<file path="src/rtl/fcrgb_pkg.sv">
package fcrgb_pkg;

   localparam int NUM_PIXELS_DEFAULT = 256;

   localparam int CHAN_W    = 16;
   localparam int PIX_CNT_W = 15;
   localparam int WORD_W    = 15;
   localparam int FIELD_W   = 5;
   localparam int BYTE_W    = 8;
   localparam int INDEX_W   = 8;

   localparam int SHIFT_GREEN = 0;
   localparam int SHIFT_RED   = 5;
   localparam int SHIFT_BLUE  = 10;

   localparam int CSR_ADDR_W = 4;
   localparam int CSR_DATA_W = 32;

   localparam logic [1:0] REG_START_MARKER = 2'd0;
   localparam logic [1:0] REG_WINDOW_FIRST = 2'd1;
   localparam logic [1:0] REG_WINDOW_LAST  = 2'd2;

   localparam logic [CHAN_W-1:0] WINDOW_LAST_RESET = 16'd767;

   typedef enum logic [2:0] {
      PH_IDLE,
      PH_SKIP,
      PH_CNT_LO,
      PH_CNT_HI,
      PH_DATA,
      PH_END
   } phase_type;

   typedef enum logic [1:0] {
      COL_RED,
      COL_GREEN,
      COL_BLUE
   } color_type;

   typedef struct packed {
      logic                 write;
      logic [PIX_CNT_W-1:0] pix;
      color_type            color;
      logic [FIELD_W-1:0]   value;
      logic                 done;
      logic                 activity;
   } cmd_type;

endpackage

</file>
<file path="src/rtl/fcrgb_queue.sv">
module fcrgb_queue (
   input  logic               clock,
   input  logic               reset,
   input  logic               push,
   input  fcrgb_pkg::cmd_type push_data,
   input  logic               pop,
   output logic               pop_valid,
   output fcrgb_pkg::cmd_type pop_data,
   output logic               full
);

   fcrgb_pkg::cmd_type entry_ff [2];
   logic               wr_ptr_ff, wr_ptr_in;
   logic               rd_ptr_ff, rd_ptr_in;
   logic [1:0]         count_ff, count_in;
   logic               do_push, do_pop;

   assign do_push = push && !full;
   assign do_pop  = pop && pop_valid;

   always_comb begin
      wr_ptr_in = do_push ? ~wr_ptr_ff : wr_ptr_ff;
      rd_ptr_in = do_pop ? ~rd_ptr_ff : rd_ptr_ff;
      count_in  = count_ff + {1'b0, do_push} - {1'b0, do_pop};
   end

   always_ff @(posedge clock) begin
      if (reset) begin
         wr_ptr_ff <= 1'b0;
         rd_ptr_ff <= 1'b0;
         count_ff  <= '0;
      end else begin
         wr_ptr_ff <= wr_ptr_in;
         rd_ptr_ff <= rd_ptr_in;
         count_ff  <= count_in;
      end
   end

   always_ff @(posedge clock) begin
      if (do_push) begin
         entry_ff[wr_ptr_ff] <= push_data;
      end
   end

   assign pop_valid = (count_ff != 2'd0);
   assign full      = (count_ff == 2'd2);
   assign pop_data  = entry_ff[rd_ptr_ff];

endmodule

</file>
<file path="config.mk">
export PLATFORM = sky130hd
export DESIGN_NAME = fcrgb_queue
export DESIGN_NICKNAME = d
export VERILOG_FILES = /design/src/rtl/fcrgb_pkg.sv /design/src/rtl/fcrgb_queue.sv
export SDC_FILE = /design/constraint.sdc
export NUM_CORES = 1
export LEC_CHECK = 0
export BUFFER_PORTS_ARGS = -buffer_cell sky130_fd_sc_hd__buf_2
export CORE_MARGIN = 4
export CORE_UTILIZATION = 40
export CTS_CLUSTER_SIZE = 40
export DETAILED_ROUTE_END_ITERATION = 10
export SLEW_MARGIN = 20
export SYNTH_ARGS = -nofsm -noshare
export SYNTH_HDL_FRONTEND = slang
export SYNTH_SLANG_ARGS = --single-unit
</file>
<file path="constraint.sdc">
create_clock -name clock -period 4.2 [get_ports clock]
set_clock_uncertainty 0.05 [all_clocks]
set_input_delay 0.42 -clock clock [delete_from_list [all_inputs] [get_ports clock]]
set_output_delay 0.42 -clock clock [all_outputs]
set_load 0.01 [all_outputs]
</file>
Yosys cells after proc, flatten, opt, wreduce, memory -nomap -nowiden
Memories as Yosys holds them, arrays and structs flattened. A register that Yosys moved wholly into a read port is not among the register bits.
Index checks and enable logic that the tools add are counted.

word-level totals
  output and inout port bits = 27
  bits in writable memories = 50
  memories = 1
  word-level logic and storage cells = 17
  register bits = 4
  input port bits = 29

memories
  memory    words  width  read ports  clocked after memory_dff  write ports  RTL line           text
  entry_ff  2      25     1           1                         1            fcrgb_queue.sv:12  fcrgb_pkg::cmd_type entry_ff [2];

cells by class
  add/sub/neg operators = 2
  bitwise gates (word level) = 2
  muxes and demuxes = 4
  reductions and logical operators = 4
  equal/unequal tests = 1

operator list
  kind                count
  $mux 1              4
  $add 2x1->2         1
  $eq 2x2->1 const B  1
  $logic_and 1x1->1   2
  $not 1->1           2
  $reduce_bool 2->1   1
  $sub 2x1->2         1
  $logic_not 1->1     1

Depth between registers and ports, before layout
  word-level depth = 5
  gate-level depth with buffers = 8
  mapped depth without buffers = 8

Least setup slack after synthesis
No wires, ideal clock.

  path kind = reg-to-reg
  start = register count_ff[0]
  end = memory entry_ff[0][0] in the netlist's numbering, enable pin
  buffers on the path = 0
  data required time = 3.770 ns
  arrival = 1.358 ns
  clock period less this slack = 1.788 ns
  setup slack = 2.412 ns
  library setup time = 0.380 ns
  stages on the path, launching flop included = 5
  cell sequence = dfxtp_1 nand2b_2 inv_2 or3_1 inv_1

on the way
  cells in the longest elaborated chain, start to end = 5

RTL lines
  element                       RTL line           text
  start: declaration            fcrgb_queue.sv:15  logic [1:0] count_ff, count_in;
  start signal: assignment      fcrgb_queue.sv:35  count_ff <= count_in;
  $eq 2x2->1                    fcrgb_queue.sv:46  assign full = (count_ff == 2'd2);
  named net full                fcrgb_queue.sv:9   output logic full
  $logic_not 1->1               fcrgb_queue.sv:18  assign do_push = push && !full;
  $logic_and 1x1->1             fcrgb_queue.sv:18
  $mux 1                        fcrgb_queue.sv:40  if (do_push) begin
  $mux 1 (implied by the code)  fcrgb_queue.sv:41  entry_ff[wr_ptr_ff] <= push_data;
  end: declaration              fcrgb_queue.sv:12

The timed path passes the listed nets, and every way through them passes these cells.

Worst setup path in the final report
  start = register count_ff[0]
  end = memory entry_ff[0][21] in the netlist's numbering, enable pin

on the way
  cells in the longest elaborated chain, start to end = 5

RTL lines
  element                       RTL line
  $eq 2x2->1                    fcrgb_queue.sv:46
  $logic_not 1->1               fcrgb_queue.sv:18
  $logic_and 1x1->1             fcrgb_queue.sv:18
  $mux 1                        fcrgb_queue.sv:40
  $mux 1 (implied by the code)  fcrgb_queue.sv:41

Every way passes these cells.

==> results.ini <==
[run_status]
status=finished, final reports clean

[timing]
max_slew_margin=0.322
rsz0062_at_grt=false
setup_ws_ps=2100
timing_hold_violations_final=0
timing.final.crit_share=0.500
max_slew.worst_pin.slew_ps=1020
drv_slew=0
fmax_ghz=0.476
fin_crit_ps=2100
timing.final.setup_violations=0
total_negative_slack_ps=0

[clocking]
clk_pin_slew_ps=90
clock_sink_count=55
root_buffer_master=clkbuf_8
ctsLongestPathBuffers=2
cts_setup_buffers=0
cts_tree=yes
ctsResizeCount=0
cts_made_buffers=5
worstSkewPairLatency_ps=300
cts.htree.levels=2
hold_buffers=0

[cells_and_area]
antenna_cells=0
drive_gt1_frac=0.555
multi_input_comb_area_um2=400
syn2layout_area_growth_pct=20.7
sequential_cell_area_um2=1600
finish.net_count=194
fillCellCount=429
fin_util=0.510

[setup_path]
criticalPathCategory=reg2reg
critical_path.slowest_cell=inv_1
critical_path_required_ps=4080
reg2reg_setup_slack_ps=2100
cell_by_cell_listing_of_the_critical_path=nand2b_2 > inv_2 > or3_1 > inv_1
worstPathArrival_ps=1980
cp-end-kind=flip-flop
critical-path-max-stage-delay_ps=750
setup.worst_path.start_class=flip-flop
crit_path_max_fanout=25

[synthesis]
synth_enable_flop_cells=50
mappedNetlistNets=135
post_synth.cell_area_avg_um2=19.6
gate_count_after_technology_mapping=104
yosys_register_bits=55
synth_flop_cell=edfxtp_1
yosysSeqAreaShare=0.786
synth_warnings=0
mappedNetlistArea_um2=2040
yosys.cell_types.count=20
synth_async_sr_flop_share=0

[grt]
grt_start_max_net_pins=26
track_usage=0.119
grt.overflow.total=0
grt_pass1_wl_um=5550
first_global_vias=1130
grt_antenna_before_repair=0

[floorplan]
boundaryPins=56
fp.coreArea_um2=4820
row_count=25
die_h_um=79.4
die_width_um=79.4
effective_utilization_at_floorplan=0.423
die-area_um2=6300

[route]
drtPass1Iterations=2
totalWireLength_um=3540
ant_nets=0
drtIter0Drc=55
post-route-drc-count=0
routed_wire_length_per_instance_um=15.3
vias=1045
avgViaCountPerCell=4.52

[placement]
final_hpwl_from_detailed_placement_um=2400
dp_worst_setup_slack_ps=2010
numPortBuffers=55
routability_congestion=0.661

[worst_hold_path]
min-delay-path-class=in2reg

[power_and_ir_drop]
pwr_density_cell_nw_per_um2=544
leakage_power_summed_over_all_cells_nw=0.943
worst_ir_drop_vdd_mv=0.354

[job]
drv.max_cap_violation_count=0

==> cells in the mapped netlist (2+ instances only) <==
library cell   n  area (µm²)
mux2_2        25         282
inv_1          3        11.3
xnor2_1        2        17.5
nor2_1         3        11.3
dfxtp_1        5         100
edfxtp_1      50        1500
buf_4          2        15.0
ha_1           2        25.0
==> per-stage QoR <==
step / instance area, µm² / total power, W / cells / hold slack, ps
finish: 2460 / 0.00134 / 231 / 253
global route: 2460 / 0.00141 / 231 / 235
CTS: 2460 / 0.00136 / 231 / 244
detailed placement: 2380 / 0.00109 / 223 / 455
global placement: 2380 / 0.00107 / 223 / 419
floorplan: 2040 / 0.000958 / 104 / 401
==> power breakdown <==
group          switching [W]  total [W]  internal (W)  leakage, nW
clock               0.000158   0.000275      0.000117       0.0422
combinational       0.000158   0.000327      0.000170        0.392
sequential         0.0000525   0.000736      0.000683        0.509
total               0.000368    0.00134      0.000970        0.943
==> sequential cells by signal, indices dropped and copies added (netlist names), named ones only <==
| name | count |
|---|---|
| count_ff | 2 |
| wr_ptr_ff | 1 |
| rd_ptr_ff | 1 |
| entry_ff | 50 |
==> cells in the final DEF (no fill, tap or decap), drive strengths merged <==
cell    Yosys  routed
buf         3      55
edfxtp     50      50
mux2       25      25
clkbuf      0       7
dfxtp       5       5
inv         4       4
nor2        3       3
xnor2       2       2
ha          2       2
o21a        1       1
nand2b      1       1
nand2       1       1
or2         1       1
and3        1       1
or3         1       1
nor2b       1       1
o21ai       1       1
a21oi       1       1
xor2        1       1
clkinv      0       1
==> kinds of logic (layout without fill, tap and decap cells) <==
group                    after synthesis  after routing  synth area share
AND/OR/NAND/NOR                        9              9            0.0246
buffers and inverters                  7             67            0.0172
flip-flops                            55             55             0.786
multiplexers                          25             25             0.138
XOR/XNOR                               3              3            0.0129
adder cells (fa/ha/maj)                2              2            0.0123
AO/OA/AOI/OAI                          3              3           0.00860
==> cell type report <==
| class | instances | share of cell area |
|---|---|---|
| clock buffer | 7 | 0.0310 |
| inverter | 4 | 0.00611 |
| sequential | 55 | 0.652 |
| tap | 67 | 0.0341 |
| timing repair buffer | 55 | 0.112 |
| clock inverter | 1 | 0.00204 |
| multi-input combinational | 42 | 0.163 |
==> worst paths after layout <==
check / start / cells past startpoint / end
setup / recovery: count_ff[0] / 4 / entry_ff[0][21]
hold / removal: push_data[8] / 1 / entry_ff[1][8]
setup reg to reg: count_ff[0] / 4 / entry_ff[0][21]
hold reg to reg: rd_ptr_ff / 2 / rd_ptr_ff
==> metal layers <==
metal,up-vias,routed length (µm),GRT usage
met1,501,1420,0.133
met5,-,0,0
li1,507,-,-
met3,5,236,0.0465
met2,32,1840,0.210
met4,0,46,0.0361
==> worst max-delay path, delay by kind of cell (launching register included) <==
family | cells | cell delay, ps
DFF | 1 | 380
and+or+nand+nor | 2 | 500
buffers and inverters | 2 | 800
Power figures use the tool's default switching activity.
