**src/rtl/fcrgb_pkg.sv**
```systemverilog
package fcrgb_pkg;

   localparam int NUM_PIXELS_DEFAULT = 256;

   localparam int CHAN_W    = 16;
   localparam int PIX_CNT_W = 15;
   localparam int WORD_W    = 15;
   localparam int FIELD_W   = 5;
   localparam int BYTE_W    = 8;
   localparam int INDEX_W   = 8;

   localparam int SHIFT_GREEN = 0;
   localparam int SHIFT_RED   = 5;
   localparam int SHIFT_BLUE  = 10;

   localparam int CSR_ADDR_W = 4;
   localparam int CSR_DATA_W = 32;

   localparam logic [1:0] REG_START_MARKER = 2'd0;
   localparam logic [1:0] REG_WINDOW_FIRST = 2'd1;
   localparam logic [1:0] REG_WINDOW_LAST  = 2'd2;

   localparam logic [CHAN_W-1:0] WINDOW_LAST_RESET = 16'd767;

   typedef enum logic [2:0] {
      PH_IDLE,
      PH_SKIP,
      PH_CNT_LO,
      PH_CNT_HI,
      PH_DATA,
      PH_END
   } phase_type;

   typedef enum logic [1:0] {
      COL_RED,
      COL_GREEN,
      COL_BLUE
   } color_type;

   typedef struct packed {
      logic                 write;
      logic [PIX_CNT_W-1:0] pix;
      color_type            color;
      logic [FIELD_W-1:0]   value;
      logic                 done;
      logic                 activity;
   } cmd_type;

endpackage

```
**src/rtl/fcrgb_front.sv**
```systemverilog
module fcrgb_front #(
   parameter int NUM_PIXELS = fcrgb_pkg::NUM_PIXELS_DEFAULT
) (
   input  logic                          clock,
   input  logic                          reset,
   input  logic                          accept,
   input  logic [fcrgb_pkg::BYTE_W-1:0]  rx_byte,
   input  logic [fcrgb_pkg::BYTE_W-1:0]  start_marker,
   input  logic [fcrgb_pkg::CHAN_W-1:0]  window_first,
   input  logic [fcrgb_pkg::CHAN_W-1:0]  window_last,
   output fcrgb_pkg::cmd_type            cmd
);

   fcrgb_pkg::phase_type               phase_ff, phase_in;
   logic [fcrgb_pkg::CHAN_W-1:0]       chan_ff, chan_in;
   logic [fcrgb_pkg::CHAN_W-1:0]       total_ff, total_in;
   logic [fcrgb_pkg::PIX_CNT_W-1:0]    pix_ff, pix_in;
   fcrgb_pkg::color_type               col_ff, col_in;
   logic                               toggle_ff, toggle_in;
   logic                               win_hit;

   always_ff @(posedge clock) begin
      if (reset) begin
         phase_ff  <= fcrgb_pkg::PH_IDLE;
         chan_ff   <= '0;
         total_ff  <= '0;
         pix_ff    <= '0;
         col_ff    <= fcrgb_pkg::COL_RED;
         toggle_ff <= 1'b0;
      end else if (accept) begin
         phase_ff  <= phase_in;
         chan_ff   <= chan_in;
         total_ff  <= total_in;
         pix_ff    <= pix_in;
         col_ff    <= col_in;
         toggle_ff <= toggle_in;
      end
   end

   always_comb begin
      phase_in  = phase_ff;
      chan_in   = chan_ff;
      total_in  = total_ff;
      pix_in    = pix_ff;
      col_in    = col_ff;
      toggle_in = toggle_ff;
      win_hit   = 1'b0;
      cmd       = '0;
      unique case (phase_ff)
         fcrgb_pkg::PH_IDLE: begin
            if (rx_byte == start_marker) begin
               phase_in = fcrgb_pkg::PH_SKIP;
            end else begin
               toggle_in = ~toggle_ff;
            end
         end
         fcrgb_pkg::PH_SKIP: begin
            chan_in  = '0;
            pix_in   = '0;
            col_in   = fcrgb_pkg::COL_RED;
            phase_in = fcrgb_pkg::PH_CNT_LO;
         end
         fcrgb_pkg::PH_CNT_LO: begin
            total_in = {{(fcrgb_pkg::CHAN_W-fcrgb_pkg::BYTE_W){1'b0}}, rx_byte};
            phase_in = fcrgb_pkg::PH_CNT_HI;
         end
         fcrgb_pkg::PH_CNT_HI: begin
            total_in = {rx_byte, total_ff[fcrgb_pkg::BYTE_W-1:0]};
            phase_in = fcrgb_pkg::PH_DATA;
         end
         fcrgb_pkg::PH_DATA: begin
            win_hit = (chan_ff >= window_first) && (chan_ff <= window_last);
            chan_in = chan_ff + 1'b1;
            if (chan_in >= total_ff) begin
               phase_in = fcrgb_pkg::PH_END;
            end
            if (win_hit) begin
               cmd.write = (pix_ff < fcrgb_pkg::PIX_CNT_W'(NUM_PIXELS));
               unique case (col_ff)
                  fcrgb_pkg::COL_RED:   col_in = fcrgb_pkg::COL_GREEN;
                  fcrgb_pkg::COL_GREEN: col_in = fcrgb_pkg::COL_BLUE;
                  default: begin
                     col_in = fcrgb_pkg::COL_RED;
                     pix_in = pix_ff + 1'b1;
                  end
               endcase
            end
         end
         default: begin
            cmd.done = 1'b1;
            phase_in = fcrgb_pkg::PH_IDLE;
         end
      endcase
      cmd.pix      = pix_ff;
      cmd.color    = col_ff;
      cmd.value    = rx_byte[fcrgb_pkg::BYTE_W-1 -: fcrgb_pkg::FIELD_W];
      cmd.activity = toggle_in;
   end

endmodule

```
**config.mk**
```make
export PLATFORM = sky130hd
export DESIGN_NAME = fcrgb_front
export DESIGN_NICKNAME = d
export VERILOG_FILES = /design/src/rtl/fcrgb_pkg.sv /design/src/rtl/fcrgb_front.sv
export SDC_FILE = /design/constraint.sdc
export NUM_CORES = 1
export LEC_CHECK = 0
export CAP_MARGIN = 10
export CORE_UTILIZATION = 60
export CTS_CLUSTER_DIAMETER = 100
export DETAILED_ROUTE_END_ITERATION = 8
export DONT_BUFFER_PORTS = 1
export PLACE_DENSITY = 0.76
export SLEW_MARGIN = 20
export SYNTH_ARGS = -nofsm -noshare
export SYNTH_HDL_FRONTEND = slang
export SYNTH_SLANG_ARGS = --single-unit
```
**constraint.sdc**
```tcl
create_clock -name clock -period 5.4 [get_ports clock]
set_input_delay 0.27 -clock clock [delete_from_list [all_inputs] [get_ports clock]]
set_output_delay 0.27 -clock clock [all_outputs]
set_load 0.01 [all_outputs]
```
Word level (Yosys, flattened, before mapping) --
Index checks and enable logic that the tools add are counted. Widths: inputs -> output; s select.
Storage, ports and cells: word-level logic and storage cells 54, register bits 53, bits of input ports 51
Cells by class: reductions and logical operators 13, order comparisons 4, mux-type cells 16, equality and inequality tests 10, $add $sub $neg 2, bitwise gates (word level) 2
Operators by type and width (number):
- $pmux 16 s2 | 2
- $ge 16x16->1 | 2
- $mux 15 | 2
- $pmux 15 s2 | 1
- $add 16x1->16 const B | 1
- $le 16x16->1 | 1
- $add 15x1->15 const B | 1
- $lt 15x9->1 const B | 1
- $pmux 3 s5 | 1
- $reduce_and 3->1 | 3
- $eq 8x8->1 | 1
- $ne 2x2->1 const B | 4
- $pmux 2 s2 | 2
- $eq 3x2->1 const B | 2
- $mux 3 | 2
- $mux 1 | 5
- $reduce_or 5->1 | 1
- $reduce_and 2->1 | 2
- $reduce_and 4->1 | 1
- $reduce_bool 2->1 | 2
- $eq 3x1->1 const B | 1
- $eq 3x3->1 const B | 1
- $logic_not 3->1 | 1
- $eq 2x1->1 const B | 1
- 5 further kinds | 6

Longest topological paths before layout --
depth after elaboration 5, depth in mapped cells 14

Worst setup path before layout --
No wires, ideal clock.
path type reg2reg, from reg chan_ff[0] in the netlist's numbering, to reg phase_ff[0], arrival 3087 ps, period minus slack after synthesis 3158 ps, slack 2242 ps, data required time 5330 ps, stages on the path, launching flop included 14, cell sequence dfxtp_1 -> ha_1 -> and3_1 -> and3_1 -> and3_1 -> clkbuf_1 -> nand3_1 -> xnor2_1 -> ha_1 -> a21o_1 -> a211o_1 -> a22o_1 -> or3b_2 -> a21oi_1
On the way: word-level cells in the longest chain between the ends 4
Ends and longest elaborated chain:
- from (decl) | RTL line fcrgb_front.sv:15 | logic [fcrgb_pkg::CHAN_W-1:0] chan_ff, chan_in;
- from (signal assigned) | RTL line fcrgb_front.sv:32 | chan_ff <= chan_in;
- $add 16x1->16 | RTL line fcrgb_front.sv:73 | chan_in = chan_ff + 1'b1;
- $ge 16x16->1 | RTL line fcrgb_front.sv:74 | if (chan_in >= total_ff) begin
- $ne 2x2->1 (no line)
- $reduce_and 3->1 (no line)
- to (signal assigned) | RTL line fcrgb_front.sv:24 | phase_ff <= fcrgb_pkg::PH_IDLE;
- to (signal assigned) | RTL line fcrgb_front.sv:31 | phase_ff <= phase_in;
- to (decl) | RTL line fcrgb_front.sv:14 | fcrgb_pkg::phase_type phase_ff, phase_in;
Every way passes these cells. A chain may end at the register's enable or synchronous reset.

Worst setup path in the final report --
Same ends and word-level chain as after synthesis.

==> metrics.md <==
| Metric | Value |
|---|---|
| Combinational Power Share | `0.054` |
| Crit path time final | `between 3 and 4 ns` |
| Vias/cell | `6.07` |
| Fin cells | `544` |
| Worst path cell trace | `ha_1 > and3_1 > and3_1 > and3_1 > nand3_1 > xnor2_1 > ha_1 > a21o_1 > a211o_1 > a22o_1 > or3b_2 > a21oi_1` |
| Crit path launch | `chan_ff[0]$_SDFFE_PP0P_` |
| Clk buf depth | `2` |
| Worst Max-Slew Pin Slew | `0.933 ns` |
| RePlAce Congestion | `about 0.84` |
| Area Growth Syn to Fin | `1.83%` |
| WP buf/inv | `0` |
| FP Rows | `28` |
| Layout cells sized above 1 | `0.0405` |
| P_sw | `0.000149 W` |
| Post-synthesis average cell area | `7.87 sq um` |
| Routed wl met3 | `just over 300 microns` |
| CP max stage delay | `about 0.45 ns` |
| Top Layer Used | `met4` |
| Pint | `~0.00056 W` |
| Die H | `between 80 and 90 microns` |
| Worst path depth | `12` |
| DIE WIDTH | `81.8 microns` |
| Final setup fails | `0` |
| CTS tree | `done` |
| Clk sinks | `53` |
| Clk root buf | `clkbuf_8` |
| Sequential power share | `0.554` |
| Sequential element share of the synthesized area | `0.278` |
| Layout Nets | `about 570` |
| Drt total wl | `8390 microns` |
| Max-capacitance violation count | `0` |
| Die ar. | `roughly 0.0067 sq mm` |
| Critical path arrival | `3.68 ns` |
| Register-to-Register Path Depth | `12` |
| Cell area after layout | `0.00389 sq mm` |
| Post-Syn Nets | `around 590` |
| Async set or reset register ratio after synthesis | `0` |
| CP required | `between 5 and 6 ns` |
| Post-synth top flop | `dfxtp_1` |
| Leak | `1.65 nW` |
| Synth Cell Area | `~0.0038 sq mm` |
| Most frequent cell on the critical path | `and3_1` |
| Worst Path Max Fanout | `6` |
| Synth top area cells | `dfxtp_1 28%, ha_1 16%, a21oi_1 6.4%` |
| CP Capture Type | `flop` |
| FMAX | `slightly below 0.3 GHz` |
| Seq cells post-synth | `53` |
| Total gr overflow | `0` |
| M1 WL | `3890 microns` |
| Max-slew headroom | `0.376` |
| Initial DRC Count | `~130` |
| Post_cts resized | `0` |
| Switch share | `0.210` |
| Starting Density | `0.634` |
| Antenna viol nets, final | `0` |
| GRT Overall Usage | `0.258` |
| DR WL met2 | `roughly 4000 microns` |
| Drt first pass iters | `4` |
| Hold Crit Start | `reset` |
| Post-synth top area cell | `dfxtp_1` |
| Critical path's top delay family | `simple AND/OR/NAND/NOR gates` |
| Number of flops mapped to enable cells by yosys | `0` |
| CP Capture Point | `phase_ff[0]$_SDFFE_PP0P_` |
| Vias after detailed routing | `3300` |
| Pwr/cell area | `182 mW/mm^2` |
| CP Class | `reg2reg` |
| VDD IR max | `0.144 mV` |
| Hold buffers post-CTS | `0` |
| Htree depth | `2` |
| Clock skew | `0.00448 ns` |
| # Post-CTS Setup Buffers | `0` |
| Synth cell count leaders | `53 x dfxtp_1, 50 x ha_1, 49 x a21oi_1` |
| DP Area | `roughly 0.0038 sq mm` |
| Yosys warns | `0` |
| Worst-Skew Late Latency | `around 0.30 ns` |
| Hold Vio Cnt, Final | `0` |
| # DRC | `0` |
| TritonCTS Buffers | `5` |
| Most common cell in the synthesized netlist | `dfxtp_1` |
| I/O pins | `76` |
| Vias in the first global route | `between 3000 and 4000` |
| Setup slack, reg-to-reg | `1.95 ns` |
| Critical-path top delay cell | `or3b_2` |
| Worst min path class | `in2reg` |
| Dpl cells | `roughly 540` |
| Area share of the largest cell type after synthesis | `0.278` |
| Largest net degree at the start of global routing | `45` |
| Library cells used by synthesis | `53` |
| Wire length per cell | `15.4 microns` |
| Crit path launch type | `flop` |
| Status | `finished clean` |
| Reg2reg end | `phase_ff[0]$_SDFFE_PP0P_` |
| Antenna diode count | `0` |
| Core box area | `0.00603 sq mm` |
| RSZ-0062 raised after global routing | `false` |
| Clock transition at path regs | `roughly 0.09 ns` |
| # port buffers | `0` |
| Initial antenna violation count | `0` |
| Fillers | `about 550` |
| Final period util | `0.639` |
| Post-Syn Instances | `slightly below 500` |
| First-pass GRT wire length | `13400 microns` |
| RR Startpoint | `chan_ff[0]$_SDFFE_PP0P_` |
| Setup tns final | `0 ns` |
| DP HPWL | `approximately 6400 microns` |
| Fin. max-slew vios | `0` |
| Clk pwr share | `0.392` |
## worst min path at each step
stage / to / slack, ns / cells past startpoint
after floorplan: total_ff[0]$_SDFFE_PP0P_ / 0.41 / 2
after global routing: total_ff[5]$_SDFFE_PP0P_ / 0.008 / 1
final: col_ff[1]$_SDFFE_PP0P_ / 0.02 / 1
after global placement: pix_ff[1]$_SDFFE_PP0P_ / 0.34 / 1
after detailed placement: col_ff[1]$_SDFFE_PP0P_ / 0.35 / 1
after CTS: total_ff[0]$_SDFFE_PP0P_ / 0.02 / 1
## final cells by class
class                   instances  area (sq um)  share of cell area
clock inverters                 1          30.0             0.00771
inverters                      48           180              0.0463
flip-flops and latches         53          1060               0.273
multi-input cells             360          2440               0.627
well taps                      75          93.8              0.0241
clock buffers                   7          86.3              0.0222
## power by group through the flow
| stage | Combinational [W] | Sequential (W) | Clock [W] |
|---|---|---|---|
| 2_1_floorplan | 0.0000423 | 0.000402 | 0 |
| 3_3_place_gp | 0.0000360 | 0.000402 | 0 |
| 3_5_place_dp | 0.0000378 | 0.000402 | 0 |
| 4_1_cts | 0.0000382 | 0.000393 | 0.000281 |
| 5_1_grt | 0.0000435 | 0.000393 | 0.000296 |
| 6_report | 0.0000380 | 0.000393 | 0.000278 |
## through the flow
step | util | setup slack, ns | total power [W] | hold WS (ns)
final | 0.646 | 1.95 | 0.000709 | 0.0173
after global routing | 0.646 | 1.80 | 0.000732 | 0.00782
after CTS | 0.646 | 1.98 | 0.000712 | 0.0216
after detailed placement | 0.627 | 2.09 | 0.000440 | 0.348
after global placement | 0.627 | 2.18 | 0.000438 | 0.344
after floorplan | - | 2.24 | 0.000444 | 0.406
## cells by family after synthesis
family | Yosys count | share of synthesized area
AO/OA/AOI/OAI | 124 | 0.203
XOR/XNOR | 25 | 0.0573
adder cells (fa/ha/maj) | 50 | 0.164
buffers and inverters | 73 | 0.0838
flip-flops | 53 | 0.278
multiplexers | 1 | 0.00295
AND/OR/NAND/NOR | 160 | 0.212
## layer usage
| layer | track usage | up-vias |
|---|---|---|
| li1 | - | 1678 |
| met1 | 0.315 | 1545 |
| met2 | 0.452 | 64 |
| met3 | 0.0522 | 13 |
| met4 | 0.0772 | 0 |
| met5 | 0 | - |
## flip-flops by register name (all words and copies together) (netlist names)
register	count
phase_ff	3
total_ff	16
chan_ff	16
col_ff	2
pix_ff	15
toggle_ff	1
## cell usage in the layout (no fill, tap or decap), drive strengths merged, types with 7 or more instances in the layout
master,n
o21ai,23
ha,50
a21oi,49
dfxtp,53
nor2,35
a22oi,13
nand3,25
and3,11
nand2b,7
xnor2,17
xor2,8
nand2,42
inv,48
nor3,9
a31oi,13
clkbuf,7
Note: power is estimated with default switching activity, not from simulation.
