--- config.mk ---
export PLATFORM = sky130hd
export DESIGN_NAME = fcrgb_back
export DESIGN_NICKNAME = d
export VERILOG_FILES = /design/src/rtl/fcrgb_pkg.sv /design/src/rtl/fcrgb_ram.sv /design/src/rtl/fcrgb_back.sv
export SDC_FILE = /design/constraint.sdc
export NUM_CORES = 2
export LEC_CHECK = 0
export BUFFER_PORTS_ARGS = -buffer_cell sky130_fd_sc_hd__buf_2
export CAP_MARGIN = 20
export CORE_AREA = 2 2 439 876
export DETAILED_ROUTE_END_ITERATION = 12
export DIE_AREA = 0 0 441 878
export GPL_ROUTABILITY_DRIVEN = 0
export PLACE_DENSITY_LB_ADDON = 0.15
export SLEW_MARGIN = 20
export SYNTH_ARGS = -nofsm -noshare
export SYNTH_HDL_FRONTEND = slang
export SYNTH_SLANG_ARGS = --single-unit
export TNS_END_PERCENT = 50
--- constraint.sdc ---
create_clock -name clock -period 9.6 [get_ports clock]
set_clock_uncertainty 0.15 [all_clocks]
set_input_delay 1.92 -clock clock [delete_from_list [all_inputs] [get_ports clock]]
set_output_delay 1.92 -clock clock [all_outputs]
set_load 0.03 [all_outputs]
--- src/rtl/fcrgb_pkg.sv ---
package fcrgb_pkg;

   localparam int NUM_PIXELS_DEFAULT = 256;

   localparam int CHAN_W    = 16;
   localparam int PIX_CNT_W = 15;
   localparam int WORD_W    = 15;
   localparam int FIELD_W   = 5;
   localparam int BYTE_W    = 8;
   localparam int INDEX_W   = 8;

   localparam int SHIFT_GREEN = 0;
   localparam int SHIFT_RED   = 5;
   localparam int SHIFT_BLUE  = 10;

   localparam int CSR_ADDR_W = 4;
   localparam int CSR_DATA_W = 32;

   localparam logic [1:0] REG_START_MARKER = 2'd0;
   localparam logic [1:0] REG_WINDOW_FIRST = 2'd1;
   localparam logic [1:0] REG_WINDOW_LAST  = 2'd2;

   localparam logic [CHAN_W-1:0] WINDOW_LAST_RESET = 16'd767;

   typedef enum logic [2:0] {
      PH_IDLE,
      PH_SKIP,
      PH_CNT_LO,
      PH_CNT_HI,
      PH_DATA,
      PH_END
   } phase_type;

   typedef enum logic [1:0] {
      COL_RED,
      COL_GREEN,
      COL_BLUE
   } color_type;

   typedef struct packed {
      logic                 write;
      logic [PIX_CNT_W-1:0] pix;
      color_type            color;
      logic [FIELD_W-1:0]   value;
      logic                 done;
      logic                 activity;
   } cmd_type;

endpackage

--- src/rtl/fcrgb_ram.sv ---
module fcrgb_ram #(
   parameter int WIDTH = fcrgb_pkg::WORD_W,
   parameter int DEPTH = fcrgb_pkg::NUM_PIXELS_DEFAULT,
   localparam int ADDR_W = (DEPTH > 1) ? $clog2(DEPTH) : 1
) (
   input  logic              clock,
   input  logic              we,
   input  logic [ADDR_W-1:0] waddr,
   input  logic [WIDTH-1:0]  wdata,
   input  logic              re,
   input  logic [ADDR_W-1:0] raddr,
   output logic [WIDTH-1:0]  rdata
);

   logic [WIDTH-1:0] mem [DEPTH];
   logic [WIDTH-1:0] rdata_ff;

   always_ff @(posedge clock) begin
      if (we) begin
         mem[waddr] <= wdata;
      end
      if (re) begin
         rdata_ff <= mem[raddr];
      end
   end

   assign rdata = rdata_ff;

endmodule

--- src/rtl/fcrgb_back.sv ---
module fcrgb_back #(
   parameter int NUM_PIXELS = fcrgb_pkg::NUM_PIXELS_DEFAULT
) (
   input  logic                           clock,
   input  logic                           reset,
   input  logic                           q_valid,
   input  fcrgb_pkg::cmd_type             q_cmd,
   output logic                           q_pop,
   output logic                           busy,
   output logic                           rsp_valid,
   input  logic                           rsp_stall,
   output logic                           rsp_pixel_written,
   output logic [fcrgb_pkg::INDEX_W-1:0]  rsp_pixel_index,
   output logic [fcrgb_pkg::WORD_W-1:0]   rsp_pixel_word,
   output logic                           rsp_frame_done,
   output logic                           rsp_activity_flag
);

   localparam int ADDR_W = (NUM_PIXELS > 1) ? $clog2(NUM_PIXELS) : 1;

   logic                          clr_busy_ff, clr_busy_in;
   logic [ADDR_W-1:0]             clr_addr_ff, clr_addr_in;

   logic                          s1_valid_ff, s1_valid_in;
   fcrgb_pkg::cmd_type            s1_cmd_ff;

   logic                          last_valid_ff, last_valid_in;
   logic [ADDR_W-1:0]             last_addr_ff;
   logic [fcrgb_pkg::WORD_W-1:0]  last_word_ff;

   logic                          rsp_valid_ff, rsp_valid_in;
   logic                          rsp_written_ff;
   logic [fcrgb_pkg::INDEX_W-1:0] rsp_index_ff;
   logic [fcrgb_pkg::WORD_W-1:0]  rsp_word_ff;
   logic                          rsp_done_ff;
   logic                          rsp_act_ff;

   logic                          out_free;
   logic                          s1_move;
   logic                          s1_write;
   logic [ADDR_W-1:0]             s1_addr;
   logic [fcrgb_pkg::WORD_W-1:0]  rd_word;
   logic [fcrgb_pkg::WORD_W-1:0]  base_word;
   logic [fcrgb_pkg::WORD_W-1:0]  new_word;

   logic                          ram_we;
   logic [ADDR_W-1:0]             ram_waddr;
   logic [fcrgb_pkg::WORD_W-1:0]  ram_wdata;

   assign out_free = !rsp_valid_ff || !rsp_stall;
   assign s1_move  = s1_valid_ff && out_free;
   assign q_pop    = q_valid && !clr_busy_ff && (!s1_valid_ff || out_free);
   assign s1_addr  = s1_cmd_ff.pix[ADDR_W-1:0];
   assign s1_write = s1_move && s1_cmd_ff.write;
   assign busy     = clr_busy_ff;

   fcrgb_ram #(
      .WIDTH (fcrgb_pkg::WORD_W),
      .DEPTH (NUM_PIXELS)
   ) u_store (
      .clock (clock),
      .we    (ram_we),
      .waddr (ram_waddr),
      .wdata (ram_wdata),
      .re    (q_pop),
      .raddr (q_cmd.pix[ADDR_W-1:0]),
      .rdata (rd_word)
   );

   // last write always holds the newest contents of its address
   always_comb begin
      base_word = (last_valid_ff && last_addr_ff == s1_addr) ? last_word_ff : rd_word;
      new_word  = base_word;
      case (s1_cmd_ff.color)
         fcrgb_pkg::COL_RED:
            new_word[fcrgb_pkg::SHIFT_RED +: fcrgb_pkg::FIELD_W] = s1_cmd_ff.value;
         fcrgb_pkg::COL_GREEN:
            new_word[fcrgb_pkg::SHIFT_GREEN +: fcrgb_pkg::FIELD_W] = s1_cmd_ff.value;
         default:
            new_word[fcrgb_pkg::SHIFT_BLUE +: fcrgb_pkg::FIELD_W] = s1_cmd_ff.value;
      endcase
   end

   always_comb begin
      ram_we    = clr_busy_ff || s1_write;
      ram_waddr = clr_busy_ff ? clr_addr_ff : s1_addr;
      ram_wdata = clr_busy_ff ? '0 : new_word;

      clr_busy_in = clr_busy_ff;
      clr_addr_in = clr_addr_ff;
      if (clr_busy_ff) begin
         clr_addr_in = clr_addr_ff + 1'b1;
         if (clr_addr_ff == ADDR_W'(NUM_PIXELS - 1)) begin
            clr_busy_in = 1'b0;
         end
      end

      last_valid_in = clr_busy_ff ? 1'b0 : (last_valid_ff || s1_write);
      s1_valid_in   = q_pop || (s1_valid_ff && !out_free);
      rsp_valid_in  = out_free ? s1_valid_ff : rsp_valid_ff;
   end

   always_ff @(posedge clock) begin
      if (reset) begin
         clr_busy_ff   <= 1'b1;
         clr_addr_ff   <= '0;
         s1_valid_ff   <= 1'b0;
         last_valid_ff <= 1'b0;
         rsp_valid_ff  <= 1'b0;
      end else begin
         clr_busy_ff   <= clr_busy_in;
         clr_addr_ff   <= clr_addr_in;
         s1_valid_ff   <= s1_valid_in;
         last_valid_ff <= last_valid_in;
         rsp_valid_ff  <= rsp_valid_in;
      end
   end

   always_ff @(posedge clock) begin
      if (q_pop) begin
         s1_cmd_ff <= q_cmd;
      end
      if (s1_write) begin
         last_addr_ff <= s1_addr;
         last_word_ff <= new_word;
      end
      if (out_free) begin
         rsp_written_ff <= s1_cmd_ff.write;
         rsp_index_ff   <= s1_cmd_ff.write ? s1_cmd_ff.pix[fcrgb_pkg::INDEX_W-1:0] : '0;
         rsp_word_ff    <= s1_cmd_ff.write ? new_word : '0;
         rsp_done_ff    <= s1_cmd_ff.done;
         rsp_act_ff     <= s1_cmd_ff.activity;
      end
   end

   assign rsp_valid         = rsp_valid_ff;
   assign rsp_pixel_written = rsp_written_ff;
   assign rsp_pixel_index   = rsp_index_ff;
   assign rsp_pixel_word    = rsp_word_ff;
   assign rsp_frame_done    = rsp_done_ff;
   assign rsp_activity_flag = rsp_act_ff;

endmodule

Word level (Yosys, flattened, before mapping). Memories as Yosys holds them, arrays and structs flattened. A register that Yosys moved wholly into a read port is not among the register bits. Index checks and enable logic that the tools add are counted.

Add/subtract/negate cells: 1. Eq/ne operators: 3. Multiplexer cells: 10. Reduce and logical (&&, ||, !) cells: 19.

Operator list (count): 15-bit 2-to-1 mux (2); 5-bit 2-to-1 mux (3); 8-bit by 1-bit adder with 8-bit output (second input constant) (1); 8-bit equality test (1); 8-bit equality test (second input constant) (1); 8-bit 2-to-1 mux (1); 1-bit logical AND (6); 1-bit logical NOT (5); 1-bit logical OR (5); 1-bit 2-to-1 mux (4); 2-bit OR reduction (2); 2-bit by 1-bit equality test with 1-bit output (second input constant) (1); 2-bit logical NOT (1).

Register bits after elaboration: 79. Bits in writable memories: 3840. Output and inout port bits: 29. Word-level logic and storage cells: 52. Memories kept: 1.

Memories: u_store.mem (words 256, width 15, read ports 1, clocked after Yosys merged registers in 1, wr ports 1, line fcrgb_ram.sv:15) `logic [WIDTH-1:0] mem [DEPTH];`.

Longest topological paths before layout.
Word-level depth: 7. Depth in mapped cells: 12. Gate-level depth less buffers: 6.

Modules after synthesis. A second synthesis with hierarchy kept.

Cell total of the unflattened synthesis: 6994. Area, all modules: 151527.8 sq um.

Modules (own cells, without submodules): fcrgb_ram (instances 1, cells an instance 6708, area an instance 147761.7 sq um, sequential area each 115761.0 sq um); fcrgb_back (instances 1, cells an instance 286, area an instance 3766.1 sq um, sequential area each 2252.2 sq um).

Worst setup path before layout. Ideal clock, no wire load.

Path type: reg-to-reg. From: register s1_cmd_ff (netlist bit s1_addr[1]). To: memory u_store.mem[0][5] in the netlist's numbering (data pin). Library setup time: 1.391 ns. Arrival: 7.297 ns. Data required time: 8.059 ns. Path slack: 0.762 ns. Cell stages (with the launch flop): 8. Buffers on the path: 1. Clock period less this slack: 8.838 ns. Path through: edfxtp_1 -> clkbuf_1 -> xnor2_1 -> nand4_1 -> nor3_2 -> mux2_2 -> mux2i_1 -> nor2_1.

Longest elaborated chain between the ends: 5.

Ends and longest elaborated chain: start: declaration (line fcrgb_back.sv:25) `fcrgb_pkg::cmd_type s1_cmd_ff;`; start signal: assignment (line fcrgb_back.sv:121) `s1_cmd_ff <= q_cmd;`; 8-bit equality test (line fcrgb_back.sv:72) `base_word = (last_valid_ff && last_addr_ff == s1_addr) ? last_word_ff : rd_word;`; 1-bit logical AND (line fcrgb_back.sv:72); 15-bit 2-to-1 mux (line fcrgb_back.sv:72); 5-bit 2-to-1 mux (line fcrgb_back.sv:74) `case (s1_cmd_ff.color)`; 15-bit 2-to-1 mux (line fcrgb_back.sv:87) `ram_wdata = clr_busy_ff ? '0 : new_word;`; net ram_wdata (one bit) (line fcrgb_back.sv:48) `logic [fcrgb_pkg::WORD_W-1:0] ram_wdata;`; end: declaration (line fcrgb_ram.sv:15).

The timed path passes the listed nets, and every way through them passes these cells.

==> results.sh <==
export IMPL_result_of_the_run="completed"
export IMPL_critical_path_required_ns=10.18
export IMPL_seq_area_frac_synth_pct=77.9
export IMPL_power_density_nw_per_um2=203
export IMPL_vias_per_cell=5.69
export IMPL_timing_hold_violations_final=0
export IMPL_ctsHoldBuffers=0
export IMPL_cts_made_buffers=367
export IMPL_synth_cells=6923
export IMPL_grt_usage_pct=20.5
export IMPL_largest_fanout_on_the_critical_path=73
export IMPL_dr_total_vias=71845
export IMPL_worstHoldStart="s1_cmd_ff[0]$_DFFE_PP_"
export IMPL_ios=58
export IMPL_maxCapViolations=0
export IMPL_ant_nets=0
export IMPL_initial_utilization_pct=39.7
export IMPL_grt_pass1_vias=72155
export IMPL_min_period_ns=5.70
export IMPL_post_cts_buffers=0
export IMPL_coreArea_um2=381000
export IMPL_die_area_um2=387000
export IMPL_cp_start_kind="input port"
export IMPL_worst_setup_path_end_kind="flop"
export IMPL_postSynthAreaPerCell_um2=21.9
export IMPL_synth_edf_count=3922
export IMPL_multiInputGateArea_um2=31000
export IMPL_synth_largest_area_cell="sky130_fd_sc_hd__edfxtp_1"
export IMPL_seq_area_um2=118000
export IMPL_power_leakage_nw=55.9
export IMPL_wire_per_inst_um=32.0
export IMPL_yosys_top_cells_area="sky130_fd_sc_hd__edfxtp_1 78%, sky130_fd_sc_hd__mux4_2 13%, sky130_fd_sc_hd__mux2i_1 1.5%, sky130_fd_sc_hd__a22oi_1 1.4%, sky130_fd_sc_hd__nor2_1 0.72%"
export IMPL_area_growth_syn_to_layout_pct=12.7
export IMPL_finalMaxSlewViolations=0
export IMPL_cts_tree="done"
export IMPL_post_route_drc_count=0
export IMPL_timing_worst_setup_path_type="input port to flop"
export IMPL_ctsLongestPathBuffers=4
export IMPL_layout_core_utilization_pct=44.8
export IMPL_placementRows=321
export IMPL_largest_net_degree_at_the_start_of_global_routing=184
export IMPL_netlist_cell_type_count=69
export IMPL_postSynth_asyncResetShare_pct=0
export IMPL_cts_htree_levels=5
export IMPL_globalRouteOverflowTotal=0
export IMPL_synth_top_cell_area_share_pct=77.8
export IMPL_ctsRootBufferMaster="sky130_fd_sc_hd__clkbuf_16"
export IMPL_r2r_start="s1_addr[6]$_DFFE_PP_"
export IMPL_maxSlewHeadroom_pct=20.0
export IMPL_routed_wl_um=404000
export IMPL_floorplan_die_height_um=878
export IMPL_startpoint_of_the_most_critical_setup_path="q_cmd[9]"
export IMPL_worstHoldPathType="flop to flop"
export IMPL_grt_pass1_wl_um=565000
export IMPL_max_slew_worst_pin_slew_ns=1.20
export IMPL_yosys_most_used_dff="sky130_fd_sc_hd__edfxtp_1"
export IMPL_cts_repair_resize_count=0
export IMPL_max_vdd_ir_drop_uv=170
export IMPL_setup_violations_final=0
export IMPL_clkLatencyLatePin_ns=0.93
export IMPL_synth_yosys_warnings=0
export IMPL_ys_seq_elements=3934
export IMPL_number_of_iterations_in_the_first_detailed_routing_pass=5
export IMPL_place_detailed_hpwl_um=234000
export IMPL_clock_sink_count=3934
export IMPL_achievable_frequency_mhz=175
export IMPL_die_x_um=441
export IMPL_final_period_utilization_pct=59.4
export IMPL_totalNegativeSetupSlack_ns=0
export IMPL_grt_antenna_before_repair=20
export IMPL_postSynthNetCount=6953
export IMPL_clk_pin_slew_ns=0.07
export IMPL_detailedRoute_firstIterationViolations=7398
export IMPL_setup_repair_after_global_routing_missed_its_margin="false"
export IMPL_cp_data_arrival_time_ns=6.28
export IMPL_n_fill_cell=32116
export IMPL_portBuffers=50
export IMPL_layout_cells_most_common_list="3,922 x sky130_fd_sc_hd__edfxtp_1, 851 x sky130_fd_sc_hd__mux4_2, 373 x sky130_fd_sc_hd__clkbuf_16"
export IMPL_final_layout_size_suffix_gt1_share_pct=25.7
export IMPL_mostFrequentLayoutCell="sky130_fd_sc_hd__edfxtp_1"
export IMPL_finalNetCount=7345
export IMPL_combined_area_of_all_synthesized_cells_um2=151000
==> worst max-delay path, stage by stage <==
cell and delay, ns:
sky130_fd_sc_hd__buf_12 0.50, sky130_fd_sc_hd__buf_4 0.60, sky130_fd_sc_hd__buf_4 0.68, sky130_fd_sc_hd__mux2i_1 0.17
sky130_fd_sc_hd__o221ai_1 0.38, sky130_fd_sc_hd__a21oi_1 0.17, sky130_fd_sc_hd__o32ai_1 0.80, sky130_fd_sc_hd__nor3_1 0.37
sky130_fd_sc_hd__nor4_1 0.41
==> cell usage after synthesis (10+ instances only) <==
cell                           n
sky130_fd_sc_hd__inv_1        16
sky130_fd_sc_hd__buf_4        39
sky130_fd_sc_hd__mux4_2      851
sky130_fd_sc_hd__edfxtp_1   3922
sky130_fd_sc_hd__mux2i_1     232
sky130_fd_sc_hd__or2_2        26
sky130_fd_sc_hd__buf_8        17
sky130_fd_sc_hd__nor2b_1      18
sky130_fd_sc_hd__o2bb2ai_1    23
sky130_fd_sc_hd__nand2b_1     23
sky130_fd_sc_hd__o221ai_1     71
sky130_fd_sc_hd__o21ai_0      35
sky130_fd_sc_hd__mux2_2       27
sky130_fd_sc_hd__clkbuf_1    167
sky130_fd_sc_hd__nand2_1     146
sky130_fd_sc_hd__nor2_1      290
sky130_fd_sc_hd__buf_1        18
sky130_fd_sc_hd__dfxtp_1      12
sky130_fd_sc_hd__o22ai_1      52
sky130_fd_sc_hd__o31ai_1      20
sky130_fd_sc_hd__nand3_1      14
sky130_fd_sc_hd__and3_1       10
sky130_fd_sc_hd__buf_6        57
sky130_fd_sc_hd__xnor2_1      10
sky130_fd_sc_hd__a221oi_1     17
sky130_fd_sc_hd__nor3_1       25
sky130_fd_sc_hd__a211oi_1     31
sky130_fd_sc_hd__a21o_1       19
sky130_fd_sc_hd__a22o_1       30
sky130_fd_sc_hd__buf_2       104
sky130_fd_sc_hd__a31oi_1      32
sky130_fd_sc_hd__a22oi_1     276
sky130_fd_sc_hd__a21oi_1     128
sky130_fd_sc_hd__and2_1       35
==> kinds of logic (layout without fill, tap and decap cells) <==
kind of cell / Yosys count / in the layout / share of synthesized area (%)
xor gates and xnor gates: 14 / 14 / 0.0810
AOI/OAI and AO/OA: 801 / 801 / 3.81
muxes: 1116 / 1116 / 14.5
other: 0 / 8 / 0
buffers and inverters: 434 / 1116 / 1.80
DFF: 3934 / 3934 / 77.9
and+or+nand+nor: 623 / 623 / 1.87
adders and majority gates: 1 / 1 / 0.00826
==> worst paths after layout <==
| kind | end | slack [ns] | cells after the start |
|---|---|---|---|
| max reg2reg | u_store.mem[244][4]$_DFFE_PP_ | 5.03 | 9 |
| min | rsp_activity_flag$_DFFE_PN_ | 0.29 | 0 |
| min reg2reg | rsp_activity_flag$_DFFE_PN_ | 0.29 | 0 |
| max | u_store.rdata[0]$_DFFE_PP_ | 3.90 | 9 |
==> layer usage <==
metal,part of all wire [%],global-route usage (%),vias up
met5,0.011,0,-
met4,2.9,5.77,6
met3,5.9,3.07,491
met2,48,32.7,2285
met1,43,29.4,39048
li1,-,-,30015
==> report_power, final <==
| group | switching, mW | internal, mW |
|---|---|---|
| combinational | 0.847 | 0.503 |
| clock | 6.41 | 8.17 |
| sequential | 0.00610 | 18.6 |
| total | 7.27 | 27.3 |
==> registers in the layout (all words and copies together) (netlist names), 8 cells and up <==
signal	count
rsp_pixel_word	15
clr_addr_ff	8
last_addr_ff	8
rsp_pixel_index	8
u_store.mem	3840
s1_addr	8
last_word_ff	15
u_store.rdata	15
s1_cmd_ff	10
==> final cells by class <==
class	count	area share, %
tap	5006	3.67
timing repair buffer	441	2.07
inverter	16	0.0367
clock inverter	213	1.26
multi-input combinational	2555	18.2
antenna	8	0.0117
sequential	3934	69.2
clock buffer	446	5.63
==> metrics by stage <==
step	power (mW)	setup WS, ns	area, um^2	cells	hold slack (ns)
2_1_floorplan	19.9	0.762	151000	6923	0.250
3_3_place_gp	20.4	2.98	159000	11951	0.267
3_5_place_dp	20.4	2.88	159000	11951	0.262
4_1_cts	34.9	3.88	171000	12610	0.297
5_1_grt	35.5	3.73	171000	12614	0.298
6_report	34.6	3.90	171000	12619	0.287
No activity file was read; power rests on OpenSTA's default activity.
